## config.mk

```make
export PLATFORM = sky130hd
export DESIGN_NAME = two_queue_weighted_random_dispatch_top
export DESIGN_NICKNAME = d
export VERILOG_FILES = /design/src/rtl/core/tqwrd_pkg.sv /design/src/rtl/core/tqwrd_ram.sv /design/src/rtl/core/tqwrd_ctrl.sv /design/src/rtl/core/tqwrd_dp.sv /design/src/rtl/core/two_queue_weighted_random_dispatch_top.sv
export SDC_FILE = /design/constraint.sdc
export NUM_CORES = 1
export LEC_CHECK = 0
export ABC_CLOCK_PERIOD_IN_PS = 2870
export BUFFER_PORTS_ARGS = -buffer_cell sky130_fd_sc_hd__buf_2
export CAP_MARGIN = 0
export CORE_MARGIN = 2
export CORE_UTILIZATION = 30
export DETAILED_ROUTE_END_ITERATION = 8
export PLACE_DENSITY_LB_ADDON = 0.15
export SYNTH_ARGS = -nofsm -noshare
export SYNTH_HDL_FRONTEND = slang
export SYNTH_SLANG_ARGS = --single-unit
```

## constraint.sdc

```tcl
create_clock -name clk -period 2.87 [get_ports clk]
set_clock_uncertainty 0.15 [all_clocks]
set_input_delay 0.861 -clock clk [delete_from_list [all_inputs] [get_ports clk]]
set_output_delay 0.861 -clock clk [all_outputs]
set_load 0.01 [all_outputs]
```

## src/rtl/core/tqwrd_pkg.sv

```systemverilog
// ----------------------------------------------------------------------------
// tqwrd_pkg
// Shared types and constants for the two-queue weighted random dispatcher.
// ----------------------------------------------------------------------------
package tqwrd_pkg;

  localparam int unsigned IN_DATA_W  = 16;
  localparam int unsigned OUT_DATA_W = 16;
  localparam int unsigned PID_W      = 8;
  localparam int unsigned ENTRY_W    = PID_W + 1;  // {ready bit, pid}
  localparam int unsigned SHARE_W    = 9;
  localparam int unsigned SEED_W     = 16;
  localparam int unsigned CFG_ADDR_W = 3;
  localparam int unsigned CFG_DATA_W = 32;

  localparam logic [SHARE_W-1:0] SHARE_RESET  = 9'd205;
  localparam logic [SEED_W-1:0]  SEED_DEFAULT = 16'hACE1;
  localparam logic [SEED_W-1:0]  LFSR_TAPS    = 16'hB400;

  // register index, taken from paddr[2]
  localparam logic REG_HIGH_SHARE  = 1'b0;
  localparam logic REG_RANDOM_SEED = 1'b1;

  typedef enum logic [1:0] {
    EXIT_READY    = 2'd0,
    EXIT_BLOCKED  = 2'd1,
    EXIT_FINISHED = 2'd2,
    EXIT_INVALID  = 2'd3
  } exit_state_t;

  // controller -> datapath
  typedef struct packed {
    logic accept;  // latch the incoming item
    logic push;    // file the leaving process
    logic pick;    // choose a queue, start the read
    logic load;    // move the result into the output register
  } tqwrd_cmd_t;

  // datapath -> controller
  typedef struct packed {
    logic out_busy;  // output register full and not being taken
  } tqwrd_sts_t;

  // one step of the Galois LFSR
  function automatic logic [SEED_W-1:0] tqwrd_lfsr_next(input logic [SEED_W-1:0] s);
    logic [SEED_W-1:0] sh;
    sh = s >> 1;
    return s[0] ? (sh ^ LFSR_TAPS) : sh;
  endfunction

endpackage

```

## src/rtl/core/tqwrd_ram.sv

```systemverilog
// ----------------------------------------------------------------------------
// tqwrd_ram
// Generic single-port RAM, one write or one read per cycle, registered read.
// ----------------------------------------------------------------------------
module tqwrd_ram #(
  parameter int unsigned WIDTH = 9,
  parameter int unsigned DEPTH = 32
) (
  input  logic                     clk,
  input  logic                     we,
  input  logic                     re,
  input  logic [$clog2(DEPTH)-1:0] addr,
  input  logic [WIDTH-1:0]         wdata,
  output logic [WIDTH-1:0]         rdata
);

  logic [WIDTH-1:0] mem [DEPTH];
  logic [WIDTH-1:0] rdata_r;

  always_ff @(posedge clk) begin
    if (we) begin
      mem[addr] <= wdata;
    end
    if (re) begin
      rdata_r <= mem[addr];
    end
  end

  assign rdata = rdata_r;

endmodule

```

## src/rtl/core/tqwrd_ctrl.sv

```systemverilog
// ----------------------------------------------------------------------------
// tqwrd_ctrl
// Sequencer: accept, push, pick/read, deliver.
// ----------------------------------------------------------------------------
module tqwrd_ctrl
  import tqwrd_pkg::*;
(
  input  logic       clk,
  input  logic       rst_n,
  input  logic       in_tvalid,
  output logic       in_tready,
  input  tqwrd_sts_t sts,
  output tqwrd_cmd_t cmd
);

  typedef enum logic [1:0] {
    ST_IDLE,
    ST_PUSH,
    ST_PICK,
    ST_READ
  } state_t;

  state_t state_r;
  logic   in_tready_r;

  always_comb begin
    cmd.accept = in_tvalid && in_tready_r;
    cmd.push   = (state_r == ST_PUSH);
    cmd.pick   = (state_r == ST_PICK);
    cmd.load   = (state_r == ST_READ) && !sts.out_busy;
  end

  always_ff @(posedge clk) begin
    if (!rst_n) begin
      state_r     <= ST_IDLE;
      in_tready_r <= 1'b1;
    end else begin
      unique case (state_r)
        ST_IDLE: begin
          if (in_tvalid && in_tready_r) begin
            state_r     <= ST_PUSH;
            in_tready_r <= 1'b0;
          end
        end
        ST_PUSH: begin
          state_r <= ST_PICK;
        end
        ST_PICK: begin
          state_r <= ST_READ;
        end
        ST_READ: begin
          if (!sts.out_busy) begin
            state_r     <= ST_IDLE;
            in_tready_r <= 1'b1;
          end
        end
        default: begin
          state_r     <= ST_IDLE;
          in_tready_r <= 1'b1;
        end
      endcase
    end
  end

  assign in_tready = in_tready_r;

endmodule

```

## src/rtl/core/tqwrd_dp.sv

```systemverilog
// ----------------------------------------------------------------------------
// tqwrd_dp
// Datapath: two FIFOs in RAM, counters, LFSR, queue pick and output register.
// ----------------------------------------------------------------------------
module tqwrd_dp
  import tqwrd_pkg::*;
#(
  parameter int unsigned QUEUE_DEPTH = 32
) (
  input  logic                  clk,
  input  logic                  rst_n,
  input  tqwrd_cmd_t            cmd,
  output tqwrd_sts_t            sts,
  input  logic [IN_DATA_W-1:0]  in_tdata,
  input  logic [SHARE_W-1:0]    high_share,
  input  logic                  seed_load,
  input  logic [SEED_W-1:0]     seed_value,
  output logic                  out_tvalid,
  input  logic                  out_tready,
  output logic [OUT_DATA_W-1:0] out_tdata
);

  localparam int unsigned CW = $clog2(QUEUE_DEPTH + 1);
  localparam int unsigned PW = $clog2(QUEUE_DEPTH);
  localparam logic [CW-1:0] FULL_CNT = CW'(QUEUE_DEPTH);
  localparam logic [PW-1:0] LAST_PTR = PW'(QUEUE_DEPTH - 1);

  // latched item
  logic              has_r;
  logic [PID_W-1:0]  pid_r;
  exit_state_t       st_r;
  logic              tag_r;

  logic [CW-1:0]     hcnt_r, lcnt_r;
  logic [PW-1:0]     hhead_r, htail_r, lhead_r, ltail_r;
  logic [SEED_W-1:0] lfsr_r, lfsr_nxt;

  logic ret_r, ovf_r, bad_r, dv_r, pickh_r;

  logic              out_valid_r;
  logic              out_dv_r, out_tag_r, out_ret_r, out_ovf_r, out_bad_r;
  logic [PID_W-1:0]  out_pid_r;

  logic push_req, push_low, h_full, l_full, push_ok;
  logic h_we, l_we, h_re, l_re, any, pick_high;
  logic [PW-1:0]      h_addr, l_addr;
  logic [ENTRY_W-1:0] wdata, h_rdata, l_rdata, entry;

  function automatic logic [PW-1:0] ptr_inc(input logic [PW-1:0] p);
    return (p == LAST_PTR) ? '0 : p + 1'b1;
  endfunction

  always_comb begin
    push_req  = has_r && (st_r == EXIT_READY || st_r == EXIT_BLOCKED);
    push_low  = (st_r == EXIT_READY) && tag_r;
    h_full    = (hcnt_r == FULL_CNT);
    l_full    = (lcnt_r == FULL_CNT);
    push_ok   = push_req && !(push_low ? l_full : h_full);
    h_we      = cmd.push && push_ok && !push_low;
    l_we      = cmd.push && push_ok && push_low;
    wdata     = {(st_r == EXIT_READY), pid_r};

    any       = (hcnt_r != '0) || (lcnt_r != '0);
    lfsr_nxt  = tqwrd_lfsr_next(lfsr_r);
    // low byte below the share picks high first; an empty pick falls over
    pick_high = ({1'b0, lfsr_nxt[7:0]} < high_share) ? (hcnt_r != '0) : (lcnt_r == '0);
    h_re      = cmd.pick && any && pick_high;
    l_re      = cmd.pick && any && !pick_high;

    h_addr    = cmd.push ? htail_r : hhead_r;
    l_addr    = cmd.push ? ltail_r : lhead_r;
    entry     = pickh_r ? h_rdata : l_rdata;
  end

  tqwrd_ram #(.WIDTH(ENTRY_W), .DEPTH(QUEUE_DEPTH)) u_high_ram (
    .clk   (clk),
    .we    (h_we),
    .re    (h_re),
    .addr  (h_addr),
    .wdata (wdata),
    .rdata (h_rdata)
  );

  tqwrd_ram #(.WIDTH(ENTRY_W), .DEPTH(QUEUE_DEPTH)) u_low_ram (
    .clk   (clk),
    .we    (l_we),
    .re    (l_re),
    .addr  (l_addr),
    .wdata (wdata),
    .rdata (l_rdata)
  );

  // payload registers
  always_ff @(posedge clk) begin
    if (cmd.accept) begin
      has_r <= in_tdata[0];
      pid_r <= in_tdata[8:1];
      st_r  <= exit_state_t'(in_tdata[10:9]);
      tag_r <= in_tdata[11];
    end
    if (cmd.push) begin
      ret_r <= has_r && (st_r == EXIT_FINISHED);
      bad_r <= has_r && (st_r == EXIT_INVALID);
      ovf_r <= push_req && !push_ok;
    end
    if (cmd.pick) begin
      dv_r    <= any;
      pickh_r <= pick_high;
    end
    if (cmd.load) begin
      out_dv_r  <= dv_r;
      out_pid_r <= dv_r ? entry[PID_W-1:0] : '0;
      out_tag_r <= dv_r && (entry[PID_W] || !pickh_r);
      out_ret_r <= ret_r;
      out_ovf_r <= ovf_r;
      out_bad_r <= bad_r;
    end
  end

  // control state
  always_ff @(posedge clk) begin
    if (!rst_n) begin
      hcnt_r      <= '0;
      lcnt_r      <= '0;
      hhead_r     <= '0;
      htail_r     <= '0;
      lhead_r     <= '0;
      ltail_r     <= '0;
      lfsr_r      <= SEED_DEFAULT;
      out_valid_r <= 1'b0;
    end else begin
      if (seed_load) begin
        lfsr_r <= (seed_value == '0) ? SEED_DEFAULT : seed_value;
      end else if (cmd.pick && any) begin
        lfsr_r <= lfsr_nxt;
      end
      if (h_we) begin
        htail_r <= ptr_inc(htail_r);
        hcnt_r  <= hcnt_r + 1'b1;
      end else if (h_re) begin
        hhead_r <= ptr_inc(hhead_r);
        hcnt_r  <= hcnt_r - 1'b1;
      end
      if (l_we) begin
        ltail_r <= ptr_inc(ltail_r);
        lcnt_r  <= lcnt_r + 1'b1;
      end else if (l_re) begin
        lhead_r <= ptr_inc(lhead_r);
        lcnt_r  <= lcnt_r - 1'b1;
      end
      if (cmd.load) begin
        out_valid_r <= 1'b1;
      end else if (out_tready) begin
        out_valid_r <= 1'b0;
      end
    end
  end

  assign sts.out_busy = out_valid_r && !out_tready;
  assign out_tvalid   = out_valid_r;
  assign out_tdata    = {3'b000, out_bad_r, out_ovf_r, out_ret_r, out_tag_r,
                         out_pid_r, out_dv_r};

  a_hcnt_bound: assert property (@(posedge clk) disable iff (!rst_n)
    hcnt_r <= FULL_CNT && lcnt_r <= FULL_CNT)
    else $error("queue count above depth");

  a_pop_high: assert property (@(posedge clk) disable iff (!rst_n)
    h_re |=> hcnt_r == $past(hcnt_r) - 1'b1)
    else $error("high pop did not decrement count");

  a_no_dispatch_zero: assert property (@(posedge clk) disable iff (!rst_n)
    (out_valid_r && !out_dv_r) |-> (out_pid_r == '0 && !out_tag_r))
    else $error("empty dispatch carries nonzero pid or tag");

  a_ram_port: assert property (@(posedge clk) disable iff (!rst_n)
    !((h_we && h_re) || (l_we && l_re)))
    else $error("RAM written and read in one cycle");

endmodule

```

## src/rtl/core/two_queue_weighted_random_dispatch_top.sv

```systemverilog
// ----------------------------------------------------------------------------
// two_queue_weighted_random_dispatch_top
// Two-queue scheduler with LFSR-weighted pick between a high and a low FIFO.
// ----------------------------------------------------------------------------
// Each input item is one scheduling event. If a process is leaving, a ready
// one rejoins the FIFO named by its queue tag, a blocked one joins the high
// FIFO, a finished one is flagged retired, and an invalid exit state is
// flagged bad. Then, if either FIFO holds anything, one entry is dispatched:
// the LFSR steps once and its low byte below high_share picks the high FIFO
// first; an empty choice falls over to the other FIFO. A push into a full
// FIFO is dropped and flagged. Exactly one result item comes out per input
// item. Each item passes through push, pick with RAM read, and load before its
// result stands in the output register, and the next item is accepted only
// after that load, so the block takes no new item while one is in progress.
// This order follows from each FIFO living in a single-port RAM with
// registered read: the push write and the head read cannot share a cycle,
// and the read data is registered. in_tready stays high while a result
// waits in the output register; a stalled output only holds the block in its
// last step. The FIFO RAMs need no clearing; counts and pointers reset to 0.
// random_seed writes reload the LFSR at once (a seed of 0 loads 0xACE1).
// ----------------------------------------------------------------------------
module two_queue_weighted_random_dispatch_top
  import tqwrd_pkg::*;
#(
  parameter int unsigned QUEUE_DEPTH = 32   // entries per FIFO, 2..256
) (
  input  logic                  clk,
  input  logic                  rst_n,

  // input: [0] has_leaving, [8:1] leaving_pid, [10:9] exit_state,
  //        [11] queue_tag, [15:12] zero
  input  logic                  in_tvalid,
  output logic                  in_tready,
  input  logic [IN_DATA_W-1:0]  in_tdata,

  // result: [0] dispatch_valid, [8:1] dispatch_pid, [9] dispatch_tag,
  //         [10] retired_valid, [11] overflow, [12] bad_state, [15:13] zero
  output logic                  out_tvalid,
  input  logic                  out_tready,
  output logic [OUT_DATA_W-1:0] out_tdata,

  // config: 0x0 high_share (9b), 0x4 random_seed (16b)
  input  logic                  cfg_psel,
  input  logic                  cfg_penable,
  input  logic                  cfg_pwrite,
  input  logic [CFG_ADDR_W-1:0] cfg_paddr,
  input  logic [CFG_DATA_W-1:0] cfg_pwdata,
  output logic [CFG_DATA_W-1:0] cfg_prdata,
  output logic                  cfg_pready
);

  logic [SHARE_W-1:0] high_share_r;
  logic [SEED_W-1:0]  random_seed_r;
  logic               cfg_wr;
  logic               seed_load;

  tqwrd_cmd_t cmd;
  tqwrd_sts_t sts;

  assign cfg_pready = 1'b1;
  assign cfg_wr     = cfg_psel && cfg_penable && cfg_pwrite && cfg_pready;
  assign seed_load  = cfg_wr && (cfg_paddr[2] == REG_RANDOM_SEED);

  // register file; only paddr[2] is decoded, so every address reaches one of the two registers
  always_ff @(posedge clk) begin
    if (!rst_n) begin
      high_share_r  <= SHARE_RESET;
      random_seed_r <= SEED_DEFAULT;
    end else if (cfg_wr) begin
      unique case (cfg_paddr[2])
        REG_HIGH_SHARE:  high_share_r  <= cfg_pwdata[SHARE_W-1:0];
        REG_RANDOM_SEED: random_seed_r <= cfg_pwdata[SEED_W-1:0];
        default: ;
      endcase
    end
  end

  always_comb begin
    unique case (cfg_paddr[2])
      REG_HIGH_SHARE:  cfg_prdata = {{(CFG_DATA_W-SHARE_W){1'b0}}, high_share_r};
      REG_RANDOM_SEED: cfg_prdata = {{(CFG_DATA_W-SEED_W){1'b0}}, random_seed_r};
      default:         cfg_prdata = '0;
    endcase
  end

  tqwrd_ctrl u_ctrl (
    .clk       (clk),
    .rst_n     (rst_n),
    .in_tvalid (in_tvalid),
    .in_tready (in_tready),
    .sts       (sts),
    .cmd       (cmd)
  );

  tqwrd_dp #(.QUEUE_DEPTH(QUEUE_DEPTH)) u_dp (
    .clk        (clk),
    .rst_n      (rst_n),
    .cmd        (cmd),
    .sts        (sts),
    .in_tdata   (in_tdata),
    .high_share (high_share_r),
    .seed_load  (seed_load),
    .seed_value (cfg_pwdata[SEED_W-1:0]),
    .out_tvalid (out_tvalid),
    .out_tready (out_tready),
    .out_tdata  (out_tdata)
  );

endmodule
```

==> load_flow_metrics.sql, run 1 <==
INSERT INTO impl_metrics (metric_group, metric, value, unit) VALUES
('timing', 'final_max_slew_viol_count', '0', ''),
('synthesis', 'post_synth_num_cell_types', '60', ''),
('worst_hold_path', 'timing.hold.worst.class', 'flop to flop', ''),
('synthesis', 'ys_seq_elements', '668', ''),
('setup_path', 'crit-reg2reg-launch', 'u_ctrl.state_r[1]$_SDFFE_PN0P_', ''),
('layout', 'final_design_area_no_fill', '32900', 'µm²'),
('clock_tree', 'htree_levels', '3', ''),
('setup_path', 'arrival', '2.96', 'ns'),
('clock_tree', 'cts_max_path_buffers', '3', ''),
('die', 'initial_core_util', '30.4', '%'),
('power', 'net-switching-power', '6220', 'µW'),
('clock_tree', 'cts_tree', 'yes', ''),
('route', 'first_pass_iters', '5', ''),
('setup_path', 'crit_path_max_fanout', '7', ''),
('run', 'max_cap_viol_count', '0', ''),
('layout', 'layout-drive-gt1-share', '30.8', '%'),
('synthesis', 'syn_area_per_cell', '16.8', 'µm²'),
('die', 'die_height', '303', 'µm'),
('die', 'die_width', '303', 'µm'),
('route', 'post_drt_via_cell_ratio', '4.87', ''),
('grt', 'antenna_violations_before_repair', '0', ''),
('clock_tree', 'clockRootBuffer', 'clkbuf_16', ''),
('route', 'avgRoutedWirePerCell', '22.5', 'µm'),
('placed_design', 'finalWeightedCongestion', '0.798', ''),
('status', 'status', 'finished, final reports clean', ''),
('layout', 'final_cell_mix', 'edfxtp_1, buf_4, mux4_2', ''),
('layout', 'final_common_cell', 'edfxtp_1', ''),
('power', 'sw_frac_of_total', '25.8', '%'),
('synthesis', 'netlist_top_cells_area', 'edfxtp_1, mux4_2, dfxtp_1', ''),
('timing', 'worst_pin_slew', '1.02', 'ns'),
('synthesis', 'ys_warn_count', '0', ''),
('route', 'drtAntennaViolNets', '0', ''),
('setup_path', 'cp-startpoint', 'u_ctrl.state_r[1]$_SDFFE_PN0P_', ''),
('placed_design', 'detailed_place_hpwl', '43.6', 'mm'),
('route', 'dr_total_vias', '15072', ''),
('synthesis', 'yosysSeqAreaShare', '71.8', '%'),
('route', 'detailroute.wirelength.met2', '31.9', 'mm'),
('route', 'maxUsedRoutingLayer', 'met4', ''),
('power', 'p_int', '17900', 'µW'),
('setup_path', 'required', '3.02', 'ns'),
('worst_hold_path', 'hp-start', 'u_dp.ovf_r$_DFFE_PP_', ''),
('timing', 'max_freq', '357', 'MHz'),
('synthesis', 'synth_largest_area_cell', 'edfxtp_1', ''),
('placed_design', 'placed_inst_area', '30000', 'µm²'),
('timing', 'finalSetupTns', '0', 'ns'),
('route', 'finalWirelength', '69.7', 'mm'),
('synthesis', 'synth_enable_flop_cells', '591', ''),
('route', 'drt-initial-drc-count', '1037', ''),
('timing', 'period_share', '97.7', '%'),
('setup_path', 'critical_path_start_end_classification', 'flop to flop', ''),
('power', 'ir_drop', '0.414', 'mV'),
('placed_design', 'io_buffer_count', '66', ''),
('setup_path', 'timing.critical_path.from_type', 'flop', ''),
('timing', 'final_period_minus_worst_setup_slack', '2.80', 'ns'),
('grt', 'grt_max_degree', '65', ''),
('power', 'power.share.sequential', '46.9', '%'),
('timing', 'setup_viol', '0', ''),
('timing', 'hold_viol', '0', ''),
('route', 'drt_drc_violations_left', '0', ''),
('synthesis', 'netlist_instances', '1602', ''),
('grt', 'wire_length_of_the_first_global_routing_pass', '102', 'mm'),
('grt', 'number_of_global_route_vias_before_repair', '15310', ''),
('clock_tree', 'cts_made_buffers', '73', ''),
('grt', 'groute.usage.overall', '15.1', '%'),
('layout', 'syn_to_final_growth', '22.3', '%'),
('layout', 'fin_util', '37.1', '%'),
('clock_tree', 'clk_pin_slew', '0.06', 'ns'),
('timing', 'grt_setup_unrepaired', 'true', ''),
('clock_tree', 'cts_sink_count', '668', ''),
('layout', 'design.final.nets', '1964', ''),
('clock_tree', 'clock_latency', '0.61', 'ns');
==> final timing paths <==
| kind | endpoint | slack, ns | cells past startpoint |
|---|---|---|---|
| worst max-delay path | u_dp.u_low_ram.rdata[5]$_DFFE_PP_ | 0.07 | 10 |
| worst min register to register | u_dp.out_ovf_r$_DFFE_PP_ | 0.28 | 0 |
| worst max register to register | u_dp.u_low_ram.rdata[5]$_DFFE_PP_ | 0.07 | 10 |
| worst min-delay path | u_dp.out_ovf_r$_DFFE_PP_ | 0.28 | 0 |
==> cells in the mapped netlist, types with 6 or more instances <==
library cell    n
inv_1          14
nand2_1       107
nand4_1        20
mux2_2         12
and3_1          8
edfxtp_1      591
mux2i_1        30
nor2_1        129
nand2b_1       10
nand3_1        25
a21o_1          6
buf_4          31
xnor2_1         6
nand3b_1        9
clkbuf_1       35
o21ai_0        44
ha_1           27
a21oi_1        41
and2_1         16
dfxtp_1        77
nor2b_1        18
buf_1           8
a22oi_1        93
buf_2          21
o21a_1          8
a21boi_0       25
mux4_2        118
nor3_1          6
==> logic make-up after synthesis <==
kind of cell    count (synthesis)  synth area share (%)
simple gates                  375                  6.68
flops                         668                  71.8
fa+ha+maj                      29                  1.41
mux                           160                  11.5
other cells                     2                0.0279
buf+inv                       112                  2.13
compound gates                247                  6.17
xor+xnor                        9                 0.293
==> cell type report <==
class	count	area, µm²
Clock buffer	93	1930
Clock inverter	37	333
Timing Repair Buffer	279	2360
Tap cell	1165	1460
Multi-Input combinational cell	840	7420
Inverter	15	58.8
Sequential cell	668	19300
Antenna cell	1	2.50
Fill cell	8237	55700
==> routing by layer <==
| layer | GRT usage [%] | up-vias |
|---|---|---|
| li1 | - | 6828 |
| met1 | 21.6 | 7798 |
| met2 | 23.6 | 362 |
| met3 | 2.71 | 84 |
| met4 | 4.48 | 0 |
| met5 | 0 | - |
==> stage by stage <==
stage / setup slack, ns / cells / power, µW
floorplan: -0.164 / 1620 / 13600
global placement: -0.176 / 2952 / 15100
detailed placement: -0.178 / 2952 / 15100
CTS: -0.0245 / 3097 / 24400
global route: -0.0463 / 3097 / 25200
finish: 0.0654 / 3098 / 24100
==> timing repair <==
item                       4_1_cts  5_1_grt
gates cloned                     4        2
buffers inserted                11        2
hold endpoints to repair         0        0
pin swaps                       14       18
setup endpoints to repair      199      107
resized for setup               46       32
hold buffers                     0        0
==> registers in the layout, summed over array words and instances, names as in the netlist, 8 cells and up <==
name / cells
u_dp.out_pid_r: 8
u_dp.lfsr_r: 16
random_seed_r: 16
u_dp.u_low_ram.mem: 256
u_dp.u_high_ram.rdata: 9
u_dp.u_low_ram.rdata: 8
high_share_r: 9
u_dp.pid_r: 8
u_dp.u_high_ram.mem: 288
==> worst max-delay path: stages (launching register included) <==
cell,delay (ns)
dfxtp_2,0.32
inv_2,0.06
ha_4,0.13
buf_12,0.13
mux2i_4,0.29
buf_12,0.20
buf_12,0.15
mux4_2,0.55
a22oi_2,0.18
buf_4,0.15
nand4_1,0.16
==> power by group through the flow <==
stage	registers [µW]	logic (µW)	clock network (µW)
6_report	11300	3820	8990
5_1_grt	11300	4170	9660
4_1_cts	11300	3820	9280
3_5_place_dp	11500	3630	0
3_3_place_gp	11500	3610	0
2_1_floorplan	11600	1990	0
Note: power is estimated with default switching activity, not from simulation.
==> run 2: changes to the inputs <==
PLACE_DENSITY_LB_ADDON = not set   (was 0.15)
==> run 2 against run 1 <==
Against the previous run: worst hold slack lost 0.0047 ns; non-clock buffer count is 15 lower; design area decreased by 1.5%; clock power down 7.0%; sequential cell count is the same; sequential power about the same; fmax is 2.0% lower; register-to-register slack worse by 0.06 ns; critical endpoint is now u_dp.u_high_ram.rdata[0]$_DFFE_PP_; highest routed layer is now met5.
==> load_flow_metrics.sql, run 2 (synthesis gave the netlist of run 1 again) <==
INSERT INTO impl_metrics (metric_group, metric, value, unit) VALUES
('grt', 'wire_length_of_the_first_global_routing_pass', '92.0', 'mm'),
('setup_path', 'required', '3.04', 'ns'),
('layout', 'post_layout_nonfiller_instances', '3071', ''),
('die', 'die_width', '303', 'µm'),
('layout', 'largest_register_ffs', '288', ''),
('placed_design', 'finalWeightedCongestion', '0.872', ''),
('power', 'power-per-cell-area', '719', 'nW/µm²'),
('clock_tree', 'htree_levels', '3', ''),
('setup_path', 'cell_breakdown_of_the_critical_path', 'inv_2 -> ha_4 -> buf_4 -> buf_12 -> mux2i_4 -> buf_12 -> buf_12 -> mux4_2 -> a22oi_1 -> buf_4 -> nand4_1', ''),
('timing', 'final_max_slew_viol_count', '0', ''),
('clock_tree', 'cts_tree', 'yes', ''),
('timing', 'slew_headroom', '37.1', '%'),
('setup_path', 'crit_path_max_fanout', '12', ''),
('layout', 'final_cell_mix', 'edfxtp_1, buf_4, mux4_2', ''),
('timing', 'worst_pin_slew', '0.943', 'ns'),
('clock_tree', 'clock_latency', '0.60', 'ns'),
('route', 'wl_met3', '4.01', 'mm'),
('grt', 'overflow', '0', ''),
('route', 'drt_drc_violations_left', '0', ''),
('route', 'maxUsedRoutingLayer', 'met5', ''),
('route', 'detailroute.wirelength.met2', '29.7', 'mm'),
('die', 'die_height', '303', 'µm'),
('setup_path', 'critical_path_start_end_classification', 'flop to flop', ''),
('timing', 'grt_setup_unrepaired', 'true', ''),
('die', 'initial_core_util', '30.4', '%'),
('route', 'met1Wirelength', '26.8', 'mm'),
('setup_path', 'cp_top_family', 'buffers and inverters', ''),
('die', 'die_area', '92000', 'µm²'),
('route', 'avgRoutedWirePerCell', '20.1', 'µm'),
('route', 'drt-initial-drc-count', '1359', ''),
('placed_design', 'io_buffer_count', '66', ''),
('setup_path', 'arrival', '3.04', 'ns'),
('worst_hold_path', 'hp-start', 'u_dp.bad_r$_DFFE_PP_', ''),
('power', 'total_power', '23300', 'µW'),
('grt', 'antenna_violations_before_repair', '3', ''),
('timing', 'final_period_minus_worst_setup_slack', '2.86', 'ns'),
('timing', 'max_freq', '349', 'MHz'),
('setup_path', 'crit_path_frequent_cell', 'buf_12', ''),
('route', 'first_pass_iters', '5', ''),
('die', 'floorplan.rows', '109', ''),
('clock_tree', 'clockRootBuffer', 'clkbuf_16', ''),
('layout', 'n_fill_cell', '8116', ''),
('power', 'static-leakage-power', '0.0109', 'µW'),
('clock_tree', 'hold_buffers', '0', ''),
('setup_path', 'cp-startpoint', 'u_ctrl.state_r[1]$_SDFFE_PN0P_', ''),
('layout', 'syn_to_final_growth', '20.5', '%'),
('layout', 'reg_top3', 'u_dp.u_high_ram.mem (288), u_dp.u_low_ram.mem (256)', ''),
('placed_design', 'detailed_place_hpwl', '39.8', 'mm'),
('worst_hold_path', 'timing.hold.worst.class', 'flop to flop', ''),
('status', 'status', 'finished, final reports clean', ''),
('power', 'ir_drop', '0.397', 'mV'),
('grt', 'number_of_global_route_vias_before_repair', '15032', ''),
('clock_tree', 'cts_sink_count', '668', ''),
('timing', 'finalSetupTns', '0', 'ns'),
('layout', 'register_with_the_most_flip_flops', 'u_dp.u_high_ram.mem', ''),
('clock_tree', 'cts_max_path_buffers', '3', ''),
('clock_tree', 'cts_made_buffers', '67', ''),
('grt', 'groute.usage.overall', '13.2', '%'),
('setup_path', 'crit-reg2reg-launch', 'u_ctrl.state_r[1]$_SDFFE_PN0P_', ''),
('layout', 'final_common_cell', 'edfxtp_1', ''),
('route', 'drtAntennaViolNets', '0', ''),
('layout', 'layout-drive-gt1-share', '29.0', '%'),
('route', 'finalWirelength', '61.8', 'mm'),
('timing', 'period_share', '99.8', '%'),
('route', 'dr_total_vias', '15041', ''),
('grt', 'grt_max_degree', '65', ''),
('layout', 'antennaDiodeCount', '0', ''),
('placed_design', 'placedCellCount', '2933', ''),
('setup_path', 'cp-end-kind', 'flop', ''),
('route', 'post_drt_via_cell_ratio', '4.90', ''),
('run', 'max_cap_viol_count', '0', ''),
('die', 'fp.coreArea', '88500', 'µm²'),
('die', 'ios', '109', ''),
('timing', 'setup_viol', '0', ''),
('clock_tree', 'clk_pin_slew', '0.06', 'ns'),
('setup_path', 'crit_path_max_incr_delay', '0.54', 'ns'),
('setup_path', 'worst-path-buf-inv', '6', ''),
('setup_path', 'timing.critical_path.from_type', 'flop', ''),
('setup_path', 'crit_path_top_delay_cell', 'mux4_2', ''),
('layout', 'design.final.nets', '1943', ''),
('timing', 'hold_viol', '0', '');
[run 2: cell types whose count changed in the layout (fill, tap and decap cells not counted), moves of 4 or more]
cell | before | now
buf_12 | 25 | 19
a22oi_2 | 39 | 26
buf_4 | 180 | 169
a22oi_1 | 54 | 67
clkbuf_8 | 1 | 5
clkinv_2 | 17 | 11
nor2_1 | 117 | 113
nor2_2 | 10 | 16
[run 2: power breakdown]
part | leakage [µW] | switching (µW) | internal (µW)
logic | 0.00395 | 1990 | 1580
clock network | 0.00103 | 3550 | 4820
registers | 0.00595 | 223 | 11100
total | 0.0109 | 5760 | 17500
[run 2: repair_timing]
action | CTS | global route
pin swaps | 0 | 12
buffers inserted | 0 | 14
cloned | 0 | 5
endpoints found under the hold margin | 0 | 0
gates resized for setup | 5 | 47
endpoints found under the setup margin | 96 | 123
[run 2: worst paths after layout]
kind | to | slack (ns) | depth (start not counted)
max reg2reg | u_dp.u_high_ram.rdata[0]$_DFFE_PP_ | 0.007 | 11
max | u_dp.u_high_ram.rdata[0]$_DFFE_PP_ | 0.007 | 11
min | u_dp.out_bad_r$_DFFE_PP_ | 0.27 | 0
min reg2reg | u_dp.out_bad_r$_DFFE_PP_ | 0.27 | 0
[run 2: cell type report]
| type | count | area [µm²] | share of cell area (%) |
|---|---|---|---|
| timing repair buffer | 264 | 2160 | 6.68 |
| inverter | 15 | 56.3 | 0.174 |
| clock inverter | 29 | 228 | 0.704 |
| tap | 1165 | 1460 | 4.50 |
| sequential | 668 | 19300 | 59.6 |
| multi-input combinational | 840 | 7310 | 22.6 |
| clock buffer | 90 | 1860 | 5.74 |
[run 2: metal layers]
layer | GRT usage (%) | vias to the layer above
met5 | 0 | -
met2 | 21.8 | 486
met3 | 2.59 | 86
met4 | 4.45 | 4
li1 | - | 6783
met1 | 17.5 | 7682
[run 2: through the flow]
| stage | area, µm² | hold slack, ns | util, % | setup slack (ns) |
|---|---|---|---|---|
| final | 32400 | 0.271 | 36.6 | 0.00708 |
| after global routing | 32400 | 0.265 | 36.6 | -0.0437 |
| after CTS | 32000 | 0.246 | 36.1 | -0.0378 |
| after detailed placement | 29800 | 0.258 | 33.7 | -0.162 |
| after global placement | 29800 | 0.264 | 33.7 | -0.164 |
| after floorplan | 26900 | 0.250 | - | -0.164 |
